===== src/rtl/sec_pkg.sv =====
// Shared types and constants for the SIEVE-replaced key table.
// Used by sec_out_reg, sieve_endpoint_cache_unit and the testbench; depends on nothing else.
package sec_pkg;

    localparam int CAPACITY  = 64;
    localparam int KEY_BITS  = 32;
    localparam int SLOT_BITS = $clog2(CAPACITY);
    localparam int CNT_BITS  = $clog2(CAPACITY + 1);

    localparam logic [1:0] OP_LOOKUP = 2'd0;
    localparam logic [1:0] OP_INSERT = 2'd1;
    localparam logic [1:0] OP_DELETE = 2'd2;
    localparam logic [1:0] OP_UNUSED = 2'd3;

    localparam logic KIND_EVICT = 1'b0;
    localparam logic KIND_FINAL = 1'b1;

    typedef struct packed {
        logic [1:0]  opcode;
        logic [31:0] key;
    } t_in_item;

    typedef struct packed {
        logic        report_kind;
        logic        found;
        logic [5:0]  slot;
        logic [31:0] evicted_key;
        logic [6:0]  entry_count;
        logic        last;
    } t_out_item;

endpackage


===== src/rtl/sec_out_reg.sv =====
// Single-entry output register for result items with a valid/ready handshake.
// Depends on sec_pkg for the result item type.
module sec_out_reg (
    input  logic               i_clk,
    input  logic               i_rst_n,
    input  logic               i_load,
    input  sec_pkg::t_out_item i_data,
    output logic               o_can_load,
    output logic               o_out_valid,
    input  logic               i_out_ready,
    output sec_pkg::t_out_item o_out_data
);
    import sec_pkg::*;

    logic      r_full;
    t_out_item r_data;

    // The slot may be refilled in the same cycle as its transfer completes.
    assign o_can_load  = !r_full || i_out_ready;
    assign o_out_valid = r_full;
    assign o_out_data  = r_data;

    always_ff @(posedge i_clk) begin
        if (!i_rst_n) begin
            r_full <= 1'b0;
        end else if (i_load) begin
            r_full <= 1'b1;
        end else if (i_out_ready) begin
            r_full <= 1'b0;
        end
        if (i_load) begin
            r_data <= i_data;
        end
    end

endmodule


===== src/rtl/sieve_endpoint_cache_unit.sv =====
// Top level of the SIEVE-replaced key table: sequencer, key and link memories.
// Depends on sec_pkg and sec_out_reg.

// One item is handled at a time. Every item other than the unused opcode
// first scans the key memory one slot per cycle. An insert that must evict
// then, per victim, steps the hand past each visited entry and checks,
// unlinks and reports the victim, waiting on the output if it stalls; placing
// the new key then scans the valid bits one slot per cycle until a free slot
// is found. The single read port of the key memory sets the search time.
// No clearing pass is needed after reset.
module sieve_endpoint_cache_unit (
    input  logic              i_clk,
    input  logic              i_rst_n,
    input  logic              i_in_valid,
    output logic              o_in_ready,
    input  sec_pkg::t_in_item i_in_data,
    output logic              o_out_valid,
    input  logic              i_out_ready,
    output sec_pkg::t_out_item o_out_data,
    input  logic              i_cfg_we,
    input  logic [6:0]        i_cfg_wdata
);
    import sec_pkg::*;

    typedef enum logic [3:0] {
        S_IDLE, S_SEARCH, S_SEARCH_END, S_DISPATCH, S_DEL_RD, S_DEL_UNL,
        S_INS_CHK, S_EV_CHK, S_EV_STEP, S_EV_UNL, S_EV_OUT, S_FREE,
        S_INS_WR, S_FIN
    } t_state;

    t_state                r_state, n_state;
    logic [CAPACITY-1:0]   r_valid, n_valid;
    logic [CAPACITY-1:0]   r_visited, n_visited;
    logic [SLOT_BITS-1:0]  r_newest, n_newest;
    logic [SLOT_BITS-1:0]  r_oldest, n_oldest;
    logic [SLOT_BITS-1:0]  r_hand, n_hand;
    logic                  r_hand_set, n_hand_set;
    logic [CNT_BITS-1:0]   r_occ, n_occ;
    logic [6:0]            r_max, n_max;
    logic [1:0]            r_op, n_op;
    logic [KEY_BITS-1:0]   r_key, n_key;
    logic [SLOT_BITS-1:0]  r_idx, n_idx;
    logic [SLOT_BITS-1:0]  r_cmp_slot, n_cmp_slot;
    logic                  r_cmp_v, n_cmp_v;
    logic                  r_hit, n_hit;
    logic [SLOT_BITS-1:0]  r_hit_slot, n_hit_slot;
    logic [SLOT_BITS-1:0]  r_o, n_o;
    logic [5:0]            r_k, n_k;
    logic [KEY_BITS-1:0]   r_ev_key, n_ev_key;
    logic                  r_fin_found, n_fin_found;
    logic [SLOT_BITS-1:0]  r_fin_slot, n_fin_slot;

    logic [KEY_BITS-1:0]   r_key_mem [CAPACITY];
    logic [SLOT_BITS-1:0]  r_newer_mem [CAPACITY];
    logic [SLOT_BITS-1:0]  r_older_mem [CAPACITY];
    logic [KEY_BITS-1:0]   r_key_rd;
    logic [SLOT_BITS-1:0]  r_newer_rd;
    logic [SLOT_BITS-1:0]  r_older_rd;

    logic                  w_key_we;
    logic [SLOT_BITS-1:0]  w_key_raddr;
    logic                  w_nl_we, w_ol_we;
    logic [SLOT_BITS-1:0]  w_nl_waddr, w_nl_wdata, w_ol_waddr, w_ol_wdata;
    logic [CNT_BITS-1:0]   w_lim;
    logic                  w_load, w_can_load;
    t_out_item             w_out;

    sec_out_reg u_out (
        .i_clk       (i_clk),
        .i_rst_n     (i_rst_n),
        .i_load      (w_load),
        .i_data      (w_out),
        .o_can_load  (w_can_load),
        .o_out_valid (o_out_valid),
        .i_out_ready (i_out_ready),
        .o_out_data  (o_out_data)
    );

    assign o_in_ready  = (r_state == S_IDLE);
    assign w_key_raddr = (r_state == S_SEARCH) ? r_idx : r_o;

    always_comb begin
        if (r_max == 7'd0) begin
            w_lim = CNT_BITS'(1);
        end else if (r_max > 7'(CAPACITY)) begin
            w_lim = CNT_BITS'(CAPACITY);
        end else begin
            w_lim = CNT_BITS'(r_max);
        end
    end

    always_comb begin
        n_state     = r_state;
        n_valid     = r_valid;
        n_visited   = r_visited;
        n_newest    = r_newest;
        n_oldest    = r_oldest;
        n_hand      = r_hand;
        n_hand_set  = r_hand_set;
        n_occ       = r_occ;
        n_max       = i_cfg_we ? i_cfg_wdata : r_max;
        n_op        = r_op;
        n_key       = r_key;
        n_idx       = r_idx;
        n_cmp_slot  = r_cmp_slot;
        n_cmp_v     = r_cmp_v;
        n_hit       = r_hit;
        n_hit_slot  = r_hit_slot;
        n_o         = r_o;
        n_k         = r_k;
        n_ev_key    = r_ev_key;
        n_fin_found = r_fin_found;
        n_fin_slot  = r_fin_slot;
        w_key_we    = 1'b0;
        w_nl_we     = 1'b0;
        w_ol_we     = 1'b0;
        w_nl_waddr  = r_o;
        w_nl_wdata  = r_o;
        w_ol_waddr  = r_o;
        w_ol_wdata  = r_o;
        w_load      = 1'b0;
        w_out       = '0;

        // Compare the key read in the previous cycle.
        if ((r_state == S_SEARCH || r_state == S_SEARCH_END) && r_cmp_v &&
            r_valid[r_cmp_slot] && r_key_rd == r_key && !r_hit) begin
            n_hit      = 1'b1;
            n_hit_slot = r_cmp_slot;
        end

        case (r_state)
            S_IDLE: begin
                if (i_in_valid) begin
                    n_op        = i_in_data.opcode;
                    n_key       = i_in_data.key;
                    n_idx       = '0;
                    n_cmp_v     = 1'b0;
                    n_hit       = 1'b0;
                    n_hit_slot  = '0;
                    n_fin_found = 1'b0;
                    n_fin_slot  = '0;
                    if (i_in_data.opcode inside {OP_LOOKUP, OP_INSERT, OP_DELETE}) begin
                        n_state = S_SEARCH;
                    end else begin
                        n_state = S_FIN;
                    end
                end
            end
            S_SEARCH: begin
                n_cmp_slot = r_idx;
                n_cmp_v    = 1'b1;
                n_idx      = r_idx + 1'b1;
                if (r_idx == SLOT_BITS'(CAPACITY - 1)) begin
                    n_state = S_SEARCH_END;
                end
            end
            S_SEARCH_END: begin
                n_state = S_DISPATCH;
            end
            S_DISPATCH: begin
                n_fin_found = r_hit;
                n_fin_slot  = r_hit ? r_hit_slot : '0;
                n_o         = r_hit_slot;
                n_state     = S_FIN;
                if (r_op == OP_LOOKUP) begin
                    if (r_hit) begin
                        n_visited[r_hit_slot] = 1'b1;
                    end
                end else if (r_op == OP_DELETE) begin
                    if (r_hit) begin
                        n_state = S_DEL_RD;
                    end
                end else if (!r_hit) begin
                    n_k     = '0;
                    n_state = S_INS_CHK;
                end
            end
            S_DEL_RD: begin
                n_state = S_DEL_UNL;
            end
            S_INS_CHK: begin
                if (r_occ >= w_lim && r_occ != '0 && r_k != 6'd63) begin
                    n_o     = (r_hand_set && r_valid[r_hand]) ? r_hand : r_oldest;
                    n_state = S_EV_CHK;
                end else begin
                    n_idx   = '0;
                    n_state = S_FREE;
                end
            end
            S_EV_CHK: begin
                if (r_visited[r_o]) begin
                    n_visited[r_o] = 1'b0;
                    if (r_o == r_newest) begin
                        n_o = r_oldest;
                    end else begin
                        n_state = S_EV_STEP;
                    end
                end else begin
                    n_state = S_EV_UNL;
                end
            end
            S_EV_STEP: begin
                n_o     = r_newer_rd;
                n_state = S_EV_CHK;
            end
            S_EV_OUT: begin
                if (w_can_load) begin
                    w_load            = 1'b1;
                    w_out.report_kind = KIND_EVICT;
                    w_out.slot        = 6'(r_o);
                    w_out.evicted_key = 32'(r_ev_key);
                    w_out.entry_count = 7'(r_occ);
                    n_k               = r_k + 1'b1;
                    n_state           = S_INS_CHK;
                end
            end
            S_FREE: begin
                if (!r_valid[r_idx]) begin
                    n_o     = r_idx;
                    n_state = S_INS_WR;
                end else if (r_idx == SLOT_BITS'(CAPACITY - 1)) begin
                    n_state = S_FIN;
                end else begin
                    n_idx = r_idx + 1'b1;
                end
            end
            S_INS_WR: begin
                w_key_we       = 1'b1;
                n_valid[r_o]   = 1'b1;
                n_visited[r_o] = 1'b0;
                if (r_occ == '0) begin
                    n_oldest = r_o;
                end else begin
                    w_nl_we    = 1'b1;
                    w_nl_waddr = r_newest;
                    w_nl_wdata = r_o;
                    w_ol_we    = 1'b1;
                    w_ol_waddr = r_o;
                    w_ol_wdata = r_newest;
                end
                n_newest   = r_o;
                n_occ      = r_occ + 1'b1;
                n_fin_slot = r_o;
                n_state    = S_FIN;
            end
            S_FIN: begin
                if (w_can_load) begin
                    w_load            = 1'b1;
                    w_out.report_kind = KIND_FINAL;
                    w_out.found       = r_fin_found;
                    w_out.slot        = 6'(r_fin_slot);
                    w_out.entry_count = 7'(r_occ);
                    w_out.last        = 1'b1;
                    n_state           = S_IDLE;
                end
            end
            default: begin
                n_state = r_state;
            end
        endcase

        // Hand movement and unlinking of r_o, shared by delete and eviction.
        if (r_state == S_EV_UNL || r_state == S_DEL_UNL) begin
            if (r_state == S_EV_UNL) begin
                n_ev_key = r_key_rd;
                n_state  = S_EV_OUT;
                if (r_occ <= CNT_BITS'(1)) begin
                    n_hand_set = 1'b0;
                end else begin
                    n_hand     = (r_o == r_newest) ? r_oldest : r_newer_rd;
                    n_hand_set = 1'b1;
                end
            end else begin
                n_state = S_FIN;
                if (r_hand_set && r_hand == r_o) begin
                    if (r_o == r_newest) begin
                        n_hand_set = 1'b0;
                    end else begin
                        n_hand = r_newer_rd;
                    end
                end
            end
            if (r_o == r_newest && r_o == r_oldest) begin
                n_newest = r_newest;
            end else if (r_o == r_newest) begin
                n_newest = r_older_rd;
            end else if (r_o == r_oldest) begin
                n_oldest = r_newer_rd;
            end else begin
                w_nl_we    = 1'b1;
                w_nl_waddr = r_older_rd;
                w_nl_wdata = r_newer_rd;
                w_ol_we    = 1'b1;
                w_ol_waddr = r_newer_rd;
                w_ol_wdata = r_older_rd;
            end
            n_valid[r_o]   = 1'b0;
            n_visited[r_o] = 1'b0;
            if (r_occ != '0) begin
                n_occ = r_occ - 1'b1;
            end
            if (r_occ <= CNT_BITS'(1)) begin
                n_hand_set = 1'b0;
                n_newest   = '0;
                n_oldest   = '0;
                n_hand     = '0;
            end
        end
    end

    always_ff @(posedge i_clk) begin
        if (!i_rst_n) begin
            r_state    <= S_IDLE;
            r_valid    <= '0;
            r_visited  <= '0;
            r_newest   <= '0;
            r_oldest   <= '0;
            r_hand     <= '0;
            r_hand_set <= 1'b0;
            r_occ      <= '0;
            r_max      <= 7'(CAPACITY);
            r_cmp_v    <= 1'b0;
            r_hit      <= 1'b0;
            r_k        <= '0;
        end else begin
            r_state    <= n_state;
            r_valid    <= n_valid;
            r_visited  <= n_visited;
            r_newest   <= n_newest;
            r_oldest   <= n_oldest;
            r_hand     <= n_hand;
            r_hand_set <= n_hand_set;
            r_occ      <= n_occ;
            r_max      <= n_max;
            r_cmp_v    <= n_cmp_v;
            r_hit      <= n_hit;
            r_k        <= n_k;
        end
        r_op        <= n_op;
        r_key       <= n_key;
        r_idx       <= n_idx;
        r_cmp_slot  <= n_cmp_slot;
        r_hit_slot  <= n_hit_slot;
        r_o         <= n_o;
        r_ev_key    <= n_ev_key;
        r_fin_found <= n_fin_found;
        r_fin_slot  <= n_fin_slot;
    end

    always_ff @(posedge i_clk) begin
        if (w_key_we) begin
            r_key_mem[r_o] <= r_key;
        end
        r_key_rd <= r_key_mem[w_key_raddr];
    end

    always_ff @(posedge i_clk) begin
        if (w_nl_we) begin
            r_newer_mem[w_nl_waddr] <= w_nl_wdata;
        end
        r_newer_rd <= r_newer_mem[r_o];
    end

    always_ff @(posedge i_clk) begin
        if (w_ol_we) begin
            r_older_mem[w_ol_waddr] <= w_ol_wdata;
        end
        r_older_rd <= r_older_mem[r_o];
    end

endmodule


===== config.mk =====
export PLATFORM = sky130hd
export DESIGN_NAME = sieve_endpoint_cache_unit
export DESIGN_NICKNAME = d
export VERILOG_FILES = /design/src/rtl/sec_pkg.sv /design/src/rtl/sec_out_reg.sv /design/src/rtl/sieve_endpoint_cache_unit.sv
export SDC_FILE = /design/constraint.sdc
export NUM_CORES = 2
export LEC_CHECK = 0
export ABC_AREA = 1
export BUFFER_PORTS_ARGS = -buffer_cell sky130_fd_sc_hd__buf_4
export CAP_MARGIN = 20
export CORE_MARGIN = 2
export CORE_UTILIZATION = 55
export CTS_BUF_LIST = sky130_fd_sc_hd__clkbuf_4
export DETAILED_ROUTE_END_ITERATION = 12
export PLACE_DENSITY = 0.71
export SLEW_MARGIN = 25
export SYNTH_ARGS = -nofsm -noshare
export SYNTH_HDL_FRONTEND = slang
export SYNTH_HIERARCHICAL = 1
export SYNTH_SLANG_ARGS = --single-unit

===== constraint.sdc =====
create_clock -name i_clk -period 8.2 [get_ports i_clk]
set_clock_uncertainty 0.2 [all_clocks]
set_input_delay 1.64 -clock i_clk [delete_from_list [all_inputs] [get_ports i_clk]]
set_output_delay 1.64 -clock i_clk [all_outputs]
set_load 0.01 [all_outputs]

==> impl_metrics.ini <==
[yosys]
yosysSeqAreaShare_pct = 71.7
avgSynthCellArea_um2 = 12.2
synthFlopType = edfxtp_1
yosys.area.top_type = edfxtp_1
synth.top_cells.by_area = edfxtp_1, nand2_1, o21ai_0
synth_edf_count = 2955
synthArstFlopShare_pct = 0
yosys_warnings = 6
synth_cell_types = 56
syn_inst = 10620
ys_ff_latch = 3179
synth_top_area_share_pct = 68.2
syn-num-nets = 10679
syn_area_mm2 = 0.130

[die]
dieArea_mm2 = 0.240
die_h_um = 490
fp.dieW_um = 490
pin_count = 96
rows = 178
initial_core_util_pct = 55.3
core_area_mm2 = 0.235

[cts]
h-tree-depth = 6
cts_buffer_depth = 4
cts_tree = yes
post-cts-setup-buffers = 0
cts_hold_buf = 0
clkSlewWorstSetupHoldPaths_ns = 0.07
cts_resized = 0
clock_latency_ns = 1.53
root_buffer = clkbuf_4
cts_buffers = 786
cts.sinks = 3179

[timing]
finalSetupViolCount = 0
hold_viol = 0
fmax_mhz = 190
worstMarginPinSlew_ns = 1.14
timing.final.crit_period_ns = 5.27
maxSlewViolCount = 0
period_share_pct = 64.3
slew_headroom_pct = 23.6
grt_setup_unrepaired = false
tns_ns = 0

[placed_design]
gp_congestion = 0.966
dp.final_hpwl_mm = 209
numPortBuffers = 95

[worst_setup_path]
worstPathCellList = inv_1 > nand2_1 > nand4_1 > nor2_1 > nand2_2 > nand3_4 > nand2_1 > o21ai_2 > clkinv_1 > buf_4 > nand2_1 > nor3_1
critPathSlowestCell = nor3_1
worst_setup_path_end_kind = flip-flop
critPathMaxStageDelay_ns = 0.75
rrSetupSlack_ns = 2.93
cp-start-kind = flip-flop
cp_max_fo = 67
cp.arrival_ns = 6.05
cp.required_ns = 8.98
critPathTopFamily = simple AND/OR/NAND/NOR gates
critPathKind = reg2reg
path_buf_inv = 3
critPathMostFrequentCell = nand2_1

[flow_run]
maxCapViolCount = 0

[power_and_ir_drop]
p_per_area_mw_per_mm2 = 338
peakVddDrop_v = 0.000281
p_leak_nw = 49.6

[drt]
drt-initial-drc-count = 13501
wl_mm = 386
drcViolationCount = 0
wl_per_cell_um = 26.1
first_pass_iters = 7
num_vias = 92184
vias_per_cell = 6.23
antenna_left = 0

[global_route]
grt_usage_pct = 31.3
grt_pass1_wl_mm = 565
overflow = 0
antenna_found_initial = 9
grt_max_degree = 186
grt_pass1_vias = 88997

[cells_and_area]
drive_above_1_share_pct = 14.4
fillers = 18365
nets = 11107
post-route-util_pct = 61.3
area_growth_pct = 10.9

[status]
status = completed

[worst_hold_path]
min_path_type = in2reg
==> registers in the layout (all words and copies together) (netlist names), 7 cells and up <==
name / cells
r_valid: 64
r_older_mem: 384
r_key_rd: 32
r_max: 7
r_newer_mem: 384
r_ev_key: 32
u_out/o_out_data: 48
r_visited: 64
r_key_mem: 2048
r_occ: 7
r_key: 32
==> metrics by stage <==
stage / power (mW) / std cells / cell area [µm²] / worst slack (ns) / hold slack, ns
2_1_floorplan: 29.9 / 10620 / 130000 / 3.07 / 0.208
3_3_place_gp: 35.3 / 13409 / 134000 / 3.29 / 0.235
3_5_place_dp: 35.6 / 13409 / 134000 / 3.12 / 0.233
4_1_cts: 48.5 / 14781 / 144000 / 3.01 / 0.00432
5_1_grt: 50.8 / 14789 / 144000 / 2.65 / 0.00866
6_report: 48.7 / 14791 / 144000 / 2.93 / 0.136
==> layout by cell type, fill, tap and decap left out, types with 175 or more instances in the layout <==
cell,count
buf_4,282
o21ai_0,1215
clkinv_1,175
o211ai_1,372
dfxtp_1,224
o21bai_1,503
edfxtp_1,2955
clkbuf_4,1155
inv_1,482
nor2_1,772
nand2_1,1735
nand3_1,737
==> worst paths after layout <==
check                from                 end  cells after the start
max                r_o[3]  r_older_mem[24][4]                     12
min          i_in_data[8]            r_key[8]                      1
max reg2reg        r_o[3]  r_older_mem[24][4]                     12
min reg2reg  r_key_rd[15]        r_ev_key[15]                      0
==> routing by layer <==
metal	share of wire (%)	global-route usage (%)
met3	12	6.38
met1	37	42.2
met5	0	0
met2	46	48.6
met4	5.1	15.9
==> cells in the mapped netlist, drive strengths merged, types with 3 or more instances <==
master      n
nor2      849
o21ai    1332
xor2       17
o21a       42
o221ai      3
a22oi     135
nand2    1748
a311o       5
and3       11
ha         13
o21bai    503
nand3     749
nor3       40
nand4     114
o2111ai    13
o211ai    372
dfxtp     224
a211oi     11
a31oi       4
clkbuf    329
buf       331
inv       510
a221oi     62
or2         3
edfxtp   2955
xnor2      13
o2bb2ai     4
o31ai       3
a22o       39
a21oi     135
o22ai      28
clkinv     12
==> power breakdown <==
part           total, mW  internal [mW]  switching (mW)
sequential          19.6           19.2           0.381
clock               13.1           6.79            6.31
combinational       16.0           4.13            11.9
==> logic make-up after synthesis <==
logic type,after synthesis,share of synthesized area (%)
adders and majority gates,13,0.125
xor gates and xnor gates,30,0.202
DFF,3179,71.7
and+or+nand+nor,3520,11.3
buffers and inverters,1182,3.81
AOI/OAI and AO/OA,2696,12.9
==> area by class of cell <==
| cell class | instances | area [µm²] | area share, % |
|---|---|---|---|
| multi-input combinational | 6259 | 32600 | 22.6 |
| tap | 3150 | 3940 | 2.73 |
| sequential | 3179 | 93200 | 64.7 |
| antenna | 9 | 22.5 | 0.0156 |
| clock buffer | 1155 | 8670 | 6.01 |
| timing repair buffer | 300 | 2470 | 1.71 |
| clock inverter | 217 | 1250 | 0.867 |
| inverter | 522 | 1990 | 1.38 |
Power figures use the tool's default switching activity.
